$ cat config.mk
export PLATFORM = sky130hd
export DESIGN_NAME = motor_speed_control_loop
export DESIGN_NICKNAME = d
export VERILOG_FILES = /design/src/sv/mscl_pkg.sv /design/src/sv/mscl_seq.sv /design/src/sv/mscl_dp.sv /design/src/sv/motor_speed_control_loop.sv
export SDC_FILE = /design/constraint.sdc
export NUM_CORES = 2
export LEC_CHECK = 0
export ABC_AREA = 1
export BUFFER_PORTS_ARGS = -buffer_cell sky130_fd_sc_hd__buf_2
export CORE_UTILIZATION = 40
export CTS_CLUSTER_DIAMETER = 120
export CTS_CLUSTER_SIZE = 10
export DETAILED_ROUTE_END_ITERATION = 12
export PLACE_DENSITY = 0.57
export SYNTH_ARGS = -nofsm -noshare
export SYNTH_HDL_FRONTEND = slang
export SYNTH_HIERARCHICAL = 1
export SYNTH_SLANG_ARGS = --single-unit
export TNS_END_PERCENT = 100
$ cat constraint.sdc
create_clock -name clk_i -period 20.4 [get_ports clk_i]
set_clock_uncertainty 0.2 [all_clocks]
set_input_delay 4.08 -clock clk_i [delete_from_list [all_inputs] [get_ports clk_i]]
set_output_delay 4.08 -clock clk_i [all_outputs]
set_load 0.01 [all_outputs]
$ cat src/sv/mscl_pkg.sv
// ----------------------------------------------------------------------------
// Motor speed control loop package
// Shared types, constants and arithmetic helpers for the speed controller.
// ----------------------------------------------------------------------------
package mscl_pkg;

  // Fixed widths of the arithmetic unit.
  localparam int unsigned DATA_W  = 32;
  localparam int unsigned MUL_W   = 33;
  localparam int unsigned PROD_W  = 64;
  localparam int unsigned ACC_W   = 66;
  localparam int unsigned ALPHA_W = 17;
  localparam int unsigned PWR_W   = 8;
  localparam int unsigned CFG_IDX_W = 3;

  // Smoothing weight is Q1.16, independent of the speed format.
  localparam int unsigned ALPHA_BITS = 16;
  localparam logic [ALPHA_W-1:0] ALPHA_ONE = 17'h10000;

  localparam logic signed [MUL_W-1:0] PWR_MAX = 33'sd100;
  localparam logic signed [MUL_W-1:0] PWR_MIN = -33'sd100;

  typedef enum logic [1:0] {
    OP_TICK = 2'd0,
    OP_RAW  = 2'd1,
    OP_REF  = 2'd2
  } op_e;

  typedef enum logic [1:0] {
    MODE_IDLE   = 2'd0,
    MODE_RAW    = 2'd1,
    MODE_CLOSED = 2'd2
  } mode_e;

  typedef enum logic [CFG_IDX_W-1:0] {
    CFG_ALPHA    = 3'd0,
    CFG_GAIN     = 3'd1,
    CFG_OUT_PRV1 = 3'd2,
    CFG_OUT_PRV2 = 3'd3,
    CFG_ERR_NOW  = 3'd4,
    CFG_ERR_PRV1 = 3'd5,
    CFG_ERR_PRV2 = 3'd6
  } cfg_idx_e;

  typedef enum logic [3:0] {
    ST_IDLE,
    ST_DELTA,
    ST_RAW_MUL,
    ST_RAW_SAT,
    ST_SM_MUL0,
    ST_SM_MUL1,
    ST_SM_ACC,
    ST_SM_DONE,
    ST_ERR,
    ST_C_MUL0,
    ST_C_MUL1,
    ST_C_MUL2,
    ST_C_MUL3,
    ST_C_MUL4,
    ST_C_ACC,
    ST_C_DONE
  } st_e;

  // The result beat waits in its own state; kept outside the enum above so
  // the sixteen states fill four bits exactly.
  typedef struct packed {
    st_e  st;
    logic load_out;
    logic take_tick;
    logic take_raw;
    logic take_ref;
  } ctl_t;

  typedef struct packed {
    logic        [ALPHA_W-1:0] alpha;
    logic signed [DATA_W-1:0]  gain;
    logic signed [DATA_W-1:0]  out_prv1;
    logic signed [DATA_W-1:0]  out_prv2;
    logic signed [DATA_W-1:0]  err_now;
    logic signed [DATA_W-1:0]  err_prv1;
    logic signed [DATA_W-1:0]  err_prv2;
  } cfg_t;

  localparam cfg_t CFG_RESET = '{
    alpha:    17'd32768,
    gain:     32'sd571910,
    out_prv1: 32'sd127134,
    out_prv2: -32'sd61595,
    err_now:  32'sd853006,
    err_prv1: -32'sd1652278,
    err_prv2: 32'sd800119
  };

  function automatic logic signed [DATA_W-1:0] sat32(input logic signed [ACC_W-1:0] v);
    logic fits;
    fits = (&v[ACC_W-1:DATA_W-1]) | ~(|v[ACC_W-1:DATA_W-1]);
    if (fits) begin
      return v[DATA_W-1:0];
    end
    return v[ACC_W-1] ? 32'sh8000_0000 : 32'sh7fff_ffff;
  endfunction

  function automatic logic signed [DATA_W-1:0] sat_sub32(input logic signed [DATA_W-1:0] a,
                                                         input logic signed [DATA_W-1:0] b);
    logic signed [DATA_W:0] d;
    d = {a[DATA_W-1], a} - {b[DATA_W-1], b};
    if (d[DATA_W] != d[DATA_W-1]) begin
      return d[DATA_W] ? 32'sh8000_0000 : 32'sh7fff_ffff;
    end
    return d[DATA_W-1:0];
  endfunction

  function automatic logic signed [PWR_W-1:0] clamp_pwr(input logic signed [MUL_W-1:0] v);
    if (v > PWR_MAX) begin
      return 8'sd100;
    end
    if (v < PWR_MIN) begin
      return -8'sd100;
    end
    return v[PWR_W-1:0];
  endfunction

endpackage

$ cat src/sv/mscl_seq.sv
// ----------------------------------------------------------------------------
// Motor speed control sequencer
// Steps the shared multiply-accumulate unit through one tick and tracks the
// drive mode set by the command items.
// ----------------------------------------------------------------------------
module mscl_seq (
  input  logic               clk_i,
  input  logic               rst_ni,
  input  logic               in_valid_i,
  output logic               in_ready_o,
  input  logic [1:0]         opcode_i,
  output logic               out_valid_o,
  input  logic               out_ready_i,
  output mscl_pkg::ctl_t     ctl_o
);

  mscl_pkg::st_e   st_q, st_d;
  logic            wait_q, wait_d;
  logic            ov_q, ov_d;
  mscl_pkg::mode_e mode_q, mode_d;
  logic            accept;
  logic            load_out;
  mscl_pkg::op_e   op;

  assign op     = mscl_pkg::op_e'(opcode_i);
  assign accept = in_valid_i && in_ready_o;
  // A finished result moves to the output register once that register is
  // empty or its beat is taken in the same cycle.
  assign load_out = wait_q && (!ov_q || out_ready_i);

  always_ff @(posedge clk_i or negedge rst_ni) begin
    if (!rst_ni) begin
      st_q   <= mscl_pkg::ST_IDLE;
      wait_q <= 1'b0;
      ov_q   <= 1'b0;
      mode_q <= mscl_pkg::MODE_IDLE;
    end else begin
      st_q   <= st_d;
      wait_q <= wait_d;
      ov_q   <= ov_d;
      mode_q <= mode_d;
    end
  end

  // Next state.
  always_comb begin
    st_d   = st_q;
    wait_d = wait_q;
    ov_d   = ov_q;
    mode_d = mode_q;
    if (ov_q && out_ready_i) begin
      ov_d = 1'b0;
    end
    if (load_out) begin
      ov_d = 1'b1;
    end
    if (wait_q) begin
      if (load_out) begin
        wait_d = 1'b0;
      end
    end else begin
      case (st_q)
        mscl_pkg::ST_IDLE: begin
          if (accept) begin
            case (op)
              mscl_pkg::OP_TICK: st_d = mscl_pkg::ST_DELTA;
              mscl_pkg::OP_RAW:  mode_d = mscl_pkg::MODE_RAW;
              mscl_pkg::OP_REF:  mode_d = mscl_pkg::MODE_CLOSED;
              default: ;
            endcase
          end
        end
        mscl_pkg::ST_DELTA:   st_d = mscl_pkg::ST_RAW_MUL;
        mscl_pkg::ST_RAW_MUL: st_d = mscl_pkg::ST_RAW_SAT;
        mscl_pkg::ST_RAW_SAT: st_d = mscl_pkg::ST_SM_MUL0;
        mscl_pkg::ST_SM_MUL0: st_d = mscl_pkg::ST_SM_MUL1;
        mscl_pkg::ST_SM_MUL1: st_d = mscl_pkg::ST_SM_ACC;
        mscl_pkg::ST_SM_ACC:  st_d = mscl_pkg::ST_SM_DONE;
        mscl_pkg::ST_SM_DONE: begin
          case (mode_q)
            mscl_pkg::MODE_CLOSED: st_d = mscl_pkg::ST_ERR;
            mscl_pkg::MODE_RAW: begin
              st_d   = mscl_pkg::ST_IDLE;
              wait_d = 1'b1;
            end
            default: st_d = mscl_pkg::ST_IDLE;
          endcase
        end
        mscl_pkg::ST_ERR:    st_d = mscl_pkg::ST_C_MUL0;
        mscl_pkg::ST_C_MUL0: st_d = mscl_pkg::ST_C_MUL1;
        mscl_pkg::ST_C_MUL1: st_d = mscl_pkg::ST_C_MUL2;
        mscl_pkg::ST_C_MUL2: st_d = mscl_pkg::ST_C_MUL3;
        mscl_pkg::ST_C_MUL3: st_d = mscl_pkg::ST_C_MUL4;
        mscl_pkg::ST_C_MUL4: st_d = mscl_pkg::ST_C_ACC;
        mscl_pkg::ST_C_ACC:  st_d = mscl_pkg::ST_C_DONE;
        mscl_pkg::ST_C_DONE: begin
          st_d   = mscl_pkg::ST_IDLE;
          wait_d = 1'b1;
        end
        default: st_d = mscl_pkg::ST_IDLE;
      endcase
    end
  end

  // Outputs.
  always_comb begin
    in_ready_o        = (st_q == mscl_pkg::ST_IDLE) && !wait_q;
    out_valid_o       = ov_q;
    ctl_o.st          = st_q;
    ctl_o.load_out    = load_out;
    ctl_o.take_tick   = 1'b0;
    ctl_o.take_raw    = 1'b0;
    ctl_o.take_ref    = 1'b0;
    if (in_valid_i && (st_q == mscl_pkg::ST_IDLE) && !wait_q) begin
      case (op)
        mscl_pkg::OP_TICK: ctl_o.take_tick = 1'b1;
        mscl_pkg::OP_RAW:  ctl_o.take_raw  = 1'b1;
        mscl_pkg::OP_REF:  ctl_o.take_ref  = 1'b1;
        default: ;
      endcase
    end
  end

endmodule

$ cat src/sv/mscl_dp.sv
// ----------------------------------------------------------------------------
// Motor speed control datapath
// One shared 33x33 multiplier, a 66-bit accumulator and a saturating
// subtractor, with the speed and compensator state registers and the
// result register.
// ----------------------------------------------------------------------------
module mscl_dp #(
  parameter int unsigned FRAC_BITS = 16
) (
  input  logic                  clk_i,
  input  logic                  rst_ni,
  input  mscl_pkg::ctl_t        ctl_i,
  input  mscl_pkg::cfg_t        cfg_i,
  input  logic signed [31:0]    tacho_count_i,
  input  logic signed [7:0]     raw_power_i,
  input  logic signed [31:0]    speed_reference_i,
  output logic signed [7:0]     motor_power_o,
  output logic signed [31:0]    measured_speed_o
);

  localparam int unsigned AW = mscl_pkg::ACC_W;
  localparam int unsigned MW = mscl_pkg::MUL_W;
  localparam int unsigned DW = mscl_pkg::DATA_W;
  localparam int unsigned PW = mscl_pkg::PROD_W;

  localparam logic signed [AW-1:0] RND_FRAC  = AW'(1) << (FRAC_BITS - 1);
  localparam logic signed [AW-1:0] RND_ALPHA = AW'(1) << (mscl_pkg::ALPHA_BITS - 1);

  // State with a defined reset value.
  logic signed [DW-1:0] last_count_q, smoothed_q, target_q;
  logic signed [DW-1:0] err1_q, err2_q, out1_q, out2_q;
  logic signed [7:0]    held_q;

  // Working registers.
  logic signed [DW-1:0] count_q, diff_q, raw_q;
  logic signed [PW-1:0] prod_q;
  logic signed [AW-1:0] acc_q;
  logic signed [7:0]    power_q;

  // Result register, loaded when the finished beat moves out.
  logic signed [7:0]    out_pwr_q;
  logic signed [DW-1:0] out_spd_q;

  logic signed [DW-1:0] sub_a, sub_b, sub_res;
  logic signed [MW-1:0] mul_a, mul_b;
  logic signed [2*MW-1:0] product;
  logic [mscl_pkg::ALPHA_W-1:0] alpha_eff, alpha_rest;
  logic signed [AW-1:0] acc_sum, sm_shift, y_shift;
  logic signed [DW-1:0] y_new;
  logic        [DW:0]   y_abs, y_abs_shr;
  logic signed [DW:0]   y_trunc;

  // Weights above one count as exactly one.
  assign alpha_eff  = cfg_i.alpha[mscl_pkg::ALPHA_W-1] ? mscl_pkg::ALPHA_ONE : cfg_i.alpha;
  assign alpha_rest = mscl_pkg::ALPHA_ONE - alpha_eff;

  // Shared subtractor: count delta on a tick, speed error in closed loop.
  always_comb begin
    if (ctl_i.st == mscl_pkg::ST_DELTA) begin
      sub_a = count_q;
      sub_b = last_count_q;
    end else begin
      sub_a = target_q;
      sub_b = smoothed_q;
    end
    sub_res = mscl_pkg::sat_sub32(sub_a, sub_b);
  end

  always_comb begin
    case (ctl_i.st)
      mscl_pkg::ST_RAW_MUL: begin
        mul_a = {diff_q[DW-1], diff_q};
        mul_b = {cfg_i.gain[DW-1], cfg_i.gain};
      end
      mscl_pkg::ST_SM_MUL0: begin
        mul_a = {raw_q[DW-1], raw_q};
        mul_b = {{(MW - mscl_pkg::ALPHA_W){1'b0}}, alpha_eff};
      end
      mscl_pkg::ST_SM_MUL1: begin
        mul_a = {smoothed_q[DW-1], smoothed_q};
        mul_b = {{(MW - mscl_pkg::ALPHA_W){1'b0}}, alpha_rest};
      end
      mscl_pkg::ST_C_MUL0: begin
        mul_a = {cfg_i.out_prv1[DW-1], cfg_i.out_prv1};
        mul_b = {out1_q[DW-1], out1_q};
      end
      mscl_pkg::ST_C_MUL1: begin
        mul_a = {cfg_i.out_prv2[DW-1], cfg_i.out_prv2};
        mul_b = {out2_q[DW-1], out2_q};
      end
      mscl_pkg::ST_C_MUL2: begin
        mul_a = {cfg_i.err_now[DW-1], cfg_i.err_now};
        mul_b = {diff_q[DW-1], diff_q};
      end
      mscl_pkg::ST_C_MUL3: begin
        mul_a = {cfg_i.err_prv1[DW-1], cfg_i.err_prv1};
        mul_b = {err1_q[DW-1], err1_q};
      end
      mscl_pkg::ST_C_MUL4: begin
        mul_a = {cfg_i.err_prv2[DW-1], cfg_i.err_prv2};
        mul_b = {err2_q[DW-1], err2_q};
      end
      default: begin
        mul_a = '0;
        mul_b = '0;
      end
    endcase
  end

  // Operands are at most 32 by 32 significant bits, so 64 product bits hold
  // every result exactly.
  assign product  = mul_a * mul_b;
  assign acc_sum  = acc_q + {{(AW - PW){prod_q[PW-1]}}, prod_q};
  assign sm_shift = acc_q >>> mscl_pkg::ALPHA_BITS;
  assign y_shift  = acc_q >>> FRAC_BITS;
  assign y_new    = mscl_pkg::sat32(y_shift);

  // Integer part of the controller output, rounded toward zero.
  always_comb begin
    y_abs     = y_new[DW-1] ? (-{y_new[DW-1], y_new}) : {y_new[DW-1], y_new};
    y_abs_shr = y_abs >> FRAC_BITS;
    y_trunc   = y_new[DW-1] ? -$signed(y_abs_shr) : $signed(y_abs_shr);
  end

  always_ff @(posedge clk_i or negedge rst_ni) begin
    if (!rst_ni) begin
      last_count_q <= '0;
      smoothed_q   <= '0;
      target_q     <= '0;
      err1_q       <= '0;
      err2_q       <= '0;
      out1_q       <= '0;
      out2_q       <= '0;
      held_q       <= '0;
    end else begin
      if (ctl_i.take_raw) begin
        held_q <= raw_power_i;
      end
      if (ctl_i.take_ref) begin
        target_q <= speed_reference_i;
      end
      if (ctl_i.st == mscl_pkg::ST_DELTA) begin
        last_count_q <= count_q;
      end
      if (ctl_i.st == mscl_pkg::ST_SM_DONE) begin
        smoothed_q <= mscl_pkg::sat32(sm_shift);
      end
      if (ctl_i.st == mscl_pkg::ST_C_DONE) begin
        out1_q <= y_new;
        out2_q <= out1_q;
        err1_q <= diff_q;
        err2_q <= err1_q;
      end
    end
  end

  always_ff @(posedge clk_i) begin
    if (ctl_i.take_tick) begin
      count_q <= tacho_count_i;
    end
    if ((ctl_i.st == mscl_pkg::ST_DELTA) || (ctl_i.st == mscl_pkg::ST_ERR)) begin
      diff_q <= sub_res;
    end
    prod_q <= product[PW-1:0];
    if (ctl_i.st == mscl_pkg::ST_RAW_SAT) begin
      raw_q <= mscl_pkg::sat32({{(AW - PW){prod_q[PW-1]}}, prod_q});
    end
    case (ctl_i.st)
      mscl_pkg::ST_SM_MUL0: acc_q <= RND_ALPHA;
      mscl_pkg::ST_C_MUL0:  acc_q <= RND_FRAC;
      mscl_pkg::ST_SM_MUL1,
      mscl_pkg::ST_SM_ACC,
      mscl_pkg::ST_C_MUL1,
      mscl_pkg::ST_C_MUL2,
      mscl_pkg::ST_C_MUL3,
      mscl_pkg::ST_C_MUL4,
      mscl_pkg::ST_C_ACC:   acc_q <= acc_sum;
      default: ;
    endcase
    // Raw mode drives the held power; closed loop overwrites it at the end.
    if (ctl_i.st == mscl_pkg::ST_SM_DONE) begin
      power_q <= mscl_pkg::clamp_pwr({{(MW - 8){held_q[7]}}, held_q});
    end else if (ctl_i.st == mscl_pkg::ST_C_DONE) begin
      power_q <= mscl_pkg::clamp_pwr(y_trunc);
    end
    if (ctl_i.load_out) begin
      out_pwr_q <= power_q;
      out_spd_q <= smoothed_q;
    end
  end

  assign motor_power_o    = out_pwr_q;
  assign measured_speed_o = out_spd_q;

endmodule

$ cat src/sv/motor_speed_control_loop.sv
// ----------------------------------------------------------------------------
// Motor speed control loop
// Tacho-driven speed estimator and second-order IIR speed compensator for
// one motor, built around one shared multiply-accumulate unit.
// ----------------------------------------------------------------------------
// Set-power and set-reference commands give no result. A tick holds the
// input through the speed-estimate states (delta, raw product, saturation,
// two smoothing products, accumulate, done), in closed-loop mode through
// the compensator states (error, five products, accumulate, done), and in
// raw or closed-loop mode until the result beat moves into the output
// register. That move waits only while the previous result beat still sits
// there waiting for out_ready_i. The single 33x33 multiplier and accumulator
// serve one product per cycle. No result beat is sent for a tick while the
// drive mode is idle. Configuration writes are always ready; the user must
// keep them to idle periods, which the block itself does not enforce.
module motor_speed_control_loop #(
  parameter int unsigned FRAC_BITS = 16
) (
  input  logic               clk_i,
  input  logic               rst_ni,
  input  logic               cfg_valid_i,
  output logic               cfg_ready_o,
  input  logic [2:0]         cfg_index_i,
  input  logic [31:0]        cfg_data_i,
  input  logic               in_valid_i,
  output logic               in_ready_o,
  input  logic [1:0]         opcode_i,
  input  logic signed [31:0] tacho_count_i,
  input  logic signed [7:0]  raw_power_i,
  input  logic signed [31:0] speed_reference_i,
  output logic               out_valid_o,
  input  logic               out_ready_i,
  output logic signed [7:0]  motor_power_o,
  output logic signed [31:0] measured_speed_o
);

  mscl_pkg::cfg_t cfg_q;
  mscl_pkg::ctl_t ctl;

  assign cfg_ready_o = 1'b1;

  always_ff @(posedge clk_i or negedge rst_ni) begin
    if (!rst_ni) begin
      cfg_q <= mscl_pkg::CFG_RESET;
    end else if (cfg_valid_i && cfg_ready_o) begin
      case (mscl_pkg::cfg_idx_e'(cfg_index_i))
        mscl_pkg::CFG_ALPHA:    cfg_q.alpha    <= cfg_data_i[mscl_pkg::ALPHA_W-1:0];
        mscl_pkg::CFG_GAIN:     cfg_q.gain     <= cfg_data_i;
        mscl_pkg::CFG_OUT_PRV1: cfg_q.out_prv1 <= cfg_data_i;
        mscl_pkg::CFG_OUT_PRV2: cfg_q.out_prv2 <= cfg_data_i;
        mscl_pkg::CFG_ERR_NOW:  cfg_q.err_now  <= cfg_data_i;
        mscl_pkg::CFG_ERR_PRV1: cfg_q.err_prv1 <= cfg_data_i;
        mscl_pkg::CFG_ERR_PRV2: cfg_q.err_prv2 <= cfg_data_i;
        default: ;
      endcase
    end
  end

  mscl_seq u_seq (
    .clk_i       (clk_i),
    .rst_ni      (rst_ni),
    .in_valid_i  (in_valid_i),
    .in_ready_o  (in_ready_o),
    .opcode_i    (opcode_i),
    .out_valid_o (out_valid_o),
    .out_ready_i (out_ready_i),
    .ctl_o       (ctl)
  );

  mscl_dp #(
    .FRAC_BITS (FRAC_BITS)
  ) u_dp (
    .clk_i             (clk_i),
    .rst_ni            (rst_ni),
    .ctl_i             (ctl),
    .cfg_i             (cfg_q),
    .tacho_count_i     (tacho_count_i),
    .raw_power_i       (raw_power_i),
    .speed_reference_i (speed_reference_i),
    .motor_power_o     (motor_power_o),
    .measured_speed_o  (measured_speed_o)
  );

endmodule

Word-level counts from Yosys, hierarchy flattened
Index checks and enable logic that the tools add are counted.
{"block": "word_totals", "ff_bits": 723, "word_cells": 162}
{"block": "op_classes", "n_addsub": 5, "mul": 1, "magnitude_cmp": 4, "n_eq_ne": 28, "n_mux": 60, "bitwise": 5, "reduce_logical": 32}
{"op": "33-bit case mux with 8 select lines", "n": 2}
{"op": "32-bit 2-to-1 mux", "n": 12}
{"op": "66-bit case mux with 2 select lines", "n": 1}
{"op": "8-bit 2-to-1 mux", "n": 10}
{"op": "66-bit adder", "n": 1}
{"op": "33-bit 2-to-1 mux", "n": 2}
{"op": "33-bit by 33-bit multiplier with 64-bit output", "n": 1}
{"op": "4-bit case mux with 16 select lines", "n": 1}
{"op": "33-bit by 8-bit > comparator with 1-bit output (second input constant)", "n": 1}
{"op": "33-bit by 8-bit less-than comparator with 1-bit output (second input constant)", "n": 1}
{"op": "17-bit negation with 33-bit output", "n": 1}
{"op": "33-bit negation", "n": 1}
{"op": "33-bit AND reduction", "n": 1}
{"op": "33-bit OR reduction", "n": 1}
{"op": "32-bit by 32-bit subtractor with 33-bit output", "n": 1}
{"op": "4-bit == test (second input constant)", "n": 8}
{"op": "1-bit 2-to-1 mux", "n": 25}
{"op": "19-bit AND reduction", "n": 1}
{"op": "19-bit OR reduction", "n": 1}
{"op": "17-bit 2-to-1 mux", "n": 1}
{"op": "17-bit subtractor (first input constant)", "n": 1}
{"op": "4-bit by 3-bit == test with 1-bit output (second input constant)", "n": 4}
{"op": "2-bit AND reduction", "n": 7}
{"op": "4-bit 2-to-1 mux", "n": 3}
{"op": "28 further kinds", "n": 47}

Logic depth before layout (Yosys ltp)
{"block": "depth", "ltp_word": 20, "mapped_depth": 56}

Modules after synthesis
The synthesis kept the hierarchy.
{"mod": "mscl_dp", "n_inst": 1, "cells_per_inst": 7945, "area_per_inst_um2": 65615.4}
{"mod": "motor_speed_control_loop", "n_inst": 1, "cells_per_inst": 914, "area_per_inst_um2": 8169.1}
{"mod": "mscl_seq", "n_inst": 1, "cells_per_inst": 70, "area_per_inst_um2": 539.3}

Least setup slack after synthesis
Ideal clock, no wire load.
{"block": "synth_path", "kind": "register -> register", "start": "register u_seq.st_q[3]", "end": "register u_dp.prod_q[60]", "setup_ps": 127, "t_arrival_ps": 8829, "required_time_ps": 20073, "setup_slack_ps": 11244, "stages_incl_launch_ff": 40, "n_path_buf": 4, "synth_period_minus_slack_ps": 9156, "cell_sequence": "dfrtp_1 > inv_1 > nor2_1 > inv_1 > nor2_1 > inv_1 > nor2_1 > clkbuf_1 > buf_1 > buf_1 > nand2_1 > nand4_1 > clkbuf_1 > nand2_1 > fa_1 > inv_1 > fa_1 > inv_1 > [4 not listed] > fa_1 > inv_1 > fa_1 > fa_1 > inv_1 > fa_1 > inv_1 > ha_1 > nand2_1 > nor2_1 > nand2_1 > nor4_1 > a21oi_1 > o221ai_1 > a21oi_1 > o31ai_1 > a41oi_1 > xor2_1"}
{"block": "synth_between", "elab_chain_len": 3, "word_cells_on_any_way": 11}
{"element": "start: declaration", "line_no": "mscl_seq.sv:17", "source": "mscl_pkg::st_e st_q, st_d;"}
{"element": "start signal: assignment", "line_no": "mscl_seq.sv:33", "source": "st_q <= mscl_pkg::ST_IDLE;"}
{"element": "start signal: assignment", "line_no": "mscl_seq.sv:38", "source": "st_q <= st_d;"}
{"element": "4-bit == test (tied with other cells)", "line_no": "mscl_dp.sv:70", "source": "case (ctl_i.st)"}
{"element": "33-bit case mux with 8 select lines", "line_no": "mscl_dp.sv:70"}
{"element": "33-bit by 33-bit multiplier with 64-bit output *", "line_no": "mscl_dp.sv:112", "source": "assign product = mul_a * mul_b;"}
{"element": "named net u_dp.product[60]", "line_no": "mscl_dp.sv:46", "source": "logic signed [2*MW-1:0] product;"}
{"element": "end signal: assignment", "line_no": "mscl_dp.sv:164", "source": "prod_q <= product[PW-1:0];"}
{"element": "end: declaration", "line_no": "mscl_dp.sv:36", "source": "logic signed [PW-1:0] prod_q;"}
Mark *: on every way through the listed nets, which the timed path passes. The rest lies on a longest branch.
A chain may end at the register's enable or synchronous reset.

Worst setup path in the final report
{"block": "layout_path", "start": "register u_seq.st_q[3]", "end": "register u_dp.prod_q[61]"}
Same word-level chain as after synthesis.

==> results.json <==
{
  "die_h_um": 433,
  "cts_inserted_buffers": 82,
  "cp-end-kind": "flop",
  "core_region_area_sq_um": 184000,
  "max-cap-violations": 0,
  "crit_path_start_kind": "flop",
  "synth_fp_nets": 10466,
  "dr.pass1.iters": 6,
  "initial_core_util_pct": 40.4,
  "post_cts.repair.setup_buffers": 0,
  "gp_congestion": 1.00,
  "path_max_fanout": 53,
  "grt_pass1_vias": 61877,
  "cts-root-buf": "clkbuf_16",
  "synth_adder_area_share_pct": 35.1,
  "synth_cell_type_count": 70,
  "synth_warnings": 6,
  "grt.total_usage_pct": 27.9,
  "crit_arrival_ns": 11.98,
  "muxShareOfSynthArea_pct": 0.148,
  "synth_seq_cells": 723,
  "slowest_stage": "fa_1",
  "die_x_um": 433,
  "clockBufferDepth": 3,
  "final_antenna_net_count": 0,
  "synth-xor-area-share_pct": 1.36,
  "layout.nets": 10459,
  "rsz0062_at_grt": "false",
  "period_minus_slack_ns": 11.58,
  "worst_slew_pin_slew_ns": 1.20,
  "viasPerCell": 5.30,
  "synth_top_family_by_area": "adder cells",
  "slowest_delay_ns": 0.81,
  "hold_violations": 0,
  "wl_um": 257000,
  "antenna_found_initial": 7,
  "max_freq_ghz": 0.0863,
  "drive_above_1_share_pct": 6.30,
  "final_common_cell": "nand2_1",
  "hold_class": "reg -> reg",
  "drtIter0Drc": 5844,
  "yosys.area_share.simple_pct": 17.8,
  "yosys_most_used_dff": "dfrtp_1",
  "io_buffers": 155,
  "hpwl_um": 198000,
  "maxSlewViolCount": 0,
  "slew_headroom_pct": 20.1,
  "drc": 0,
  "dieArea_sq_um": 188000,
  "grt-ovfl-total": 0,
  "period_share_pct": 56.8,
  "cts_num_sinks": 723,
  "synth-compound-area-share_pct": 8.73,
  "syn-instance-count": 8929,
  "syn-cell-area_sq_um": 74300,
  "cts-hold-fix-buffers": 0,
  "mostFrequentLayoutCells": "nand2_1 (2282), inv_1 (1834), fa_1 (1107)",
  "tns_ns": 0,
  "synth.yosys.seq_area_share_pct": 25.5,
  "fillers": 18498,
  "htreeDepth": 3,
  "ios": 157,
  "ctsResizeCount": 0,
  "path_clk_slew_ns": 0.07,
  "setup_viol": 0,
  "worstSetupPathType": "reg -> reg",
  "drt-wirelength-per-cell_um": 22.5,
  "grt_pass1_wl_um": 393000,
  "clk_latency_ns": 0.70,
  "syn_to_final_growth_pct": 8.22,
  "crit_top_cell": "inv_1",
  "tritoncts": "done",
  "outcome": "complete, no violations",
  "crit_required_ns": 20.79,
  "rows": 157,
  "avgSynthCellArea_sq_um": 8.32,
  "synth_edf_count": 210,
  "grt_max_degree": 251,
  "synth_async_sr_flop_share_pct": 62.1,
  "vias": 60698
}
[metrics by stage]
stage / hold slack [ns] / setup WS, ns / instances / util, % / cell area, sq um
CTS: 0.217 / 9.00 / 11450 / 43.7 / 80400
detailed placement: 0.217 / 9.08 / 11302 / 42.4 / 78000
finish: 0.215 / 8.82 / 11451 / 43.7 / 80400
global route: 0.222 / 8.39 / 11450 / 43.7 / 80400
floorplan: 0.200 / 11.24 / 8929 / - / 74300
global placement: 0.204 / 9.17 / 11302 / 42.4 / 78000
[layer usage]
layer  part of all wire, %  vias up  wire [um]  GRT usage [%]
met5                 0.023        -         58              0
met1                    43    30723     111000           39.2
met4                   3.5       10       8910           8.69
met3                   8.1      390      20900           4.87
met2                    45     2393     116000           43.8
li1                      -    27182          -              -
[logic make-up after synthesis]
group                      Yosys count
xor gates and xnor gates           115
other                                2
DFF                                723
muxes                               10
and+or+nand+nor                   3315
adders and majority gates         1423
buffers and inverters             2224
AOI/OAI and AO/OA                 1117
[path summary, 6_finish.rpt]
kind / startpoint / end / slack [ns] / depth (start not counted)
worst max-delay path: u_seq/st_q[3]$_DFFE_PN0P_ / u_dp/prod_q[61]$_DFF_P_ / 8.82 / 32
worst min-delay path: u_dp/power_q[1]$_DFFE_PP_ / u_dp/motor_power_o[1]$_DFFE_PP_ / 0.21 / 0
worst max register to register: u_seq/st_q[3]$_DFFE_PN0P_ / u_dp/prod_q[61]$_DFF_P_ / 8.82 / 32
worst min register to register: u_dp/power_q[1]$_DFFE_PP_ / u_dp/motor_power_o[1]$_DFFE_PP_ / 0.21 / 0
max in group asynchronous: rst_ni / cfg_q[182]$_DFFE_PN0P_ / 14.49 / 3
min in group asynchronous: rst_ni / u_dp/target_q[22]$_DFFE_PN0P_ / 3.21 / 1
[worst max-delay path: cells and delay by family, from the launching register on]
kind	cells	cell delay, ns
adder cells (fa/ha/maj)	9	5.00
AND/OR/NAND/NOR	7	1.69
AO/OA/AOI/OAI	4	1.17
flip-flops	1	0.55
XOR/XNOR	1	0.18
buffers and inverters	11	2.57
[registers in the layout, summed over array words and instances (netlist names)]
signal,count
cfg_q,209
u_dp/acc_q,66
u_dp/count_q,32
u_dp/diff_q,32
u_dp/err1_q,32
u_dp/err2_q,32
u_dp/held_q,8
u_dp/last_count_q,32
u_dp/measured_speed_o,32
u_dp/motor_power_o,8
u_dp/out1_q,32
u_dp/out2_q,32
u_dp/power_q,8
u_dp/prod_q,64
u_dp/raw_q,32
u_dp/smoothed_q,32
u_dp/target_q,32
u_seq/mode_q,2
u_seq/out_valid_o,1
u_seq/st_q,4
u_seq/wait_q,1
[final cells by class]
| cell class | count | area (sq um) | share of cell area [%] |
|---|---|---|---|
| clock inverter | 8 | 156 | 0.194 |
| multi-input combinational | 5982 | 47300 | 58.9 |
| antenna | 1 | 2.50 | 0.00311 |
| clock buffer | 140 | 2270 | 2.82 |
| timing repair buffer | 266 | 1640 | 2.04 |
| sequential | 723 | 18900 | 23.5 |
| inverter | 1867 | 7010 | 8.72 |
| tap | 2464 | 3080 | 3.83 |
[synth_stat cells, types with 28 or more instances]
cell	n	area (sq um)
a21oi_1	334	1670
a221oi_1	63	552
a22o_1	32	280
a31oi_1	62	388
buf_1	28	105
buf_2	30	150
clkbuf_1	287	1080
dfrtp_1	366	9160
dfstp_2	83	2180
dfxtp_1	64	1280
edfxtp_1	210	6310
fa_1	1107	22200
ha_1	316	3950
inv_1	1835	6890
nand2_1	2284	8570
nand3_1	213	1070
nand4_1	51	319
nor2_1	653	2450
o21a_1	31	233
o21ai_0	440	2200
o22ai_1	29	181
xnor2_1	52	455
xor2_1	63	552
Power is not shown: default switching activity piles up to over one toggle a cycle in this logic, so the estimate is an artifact.
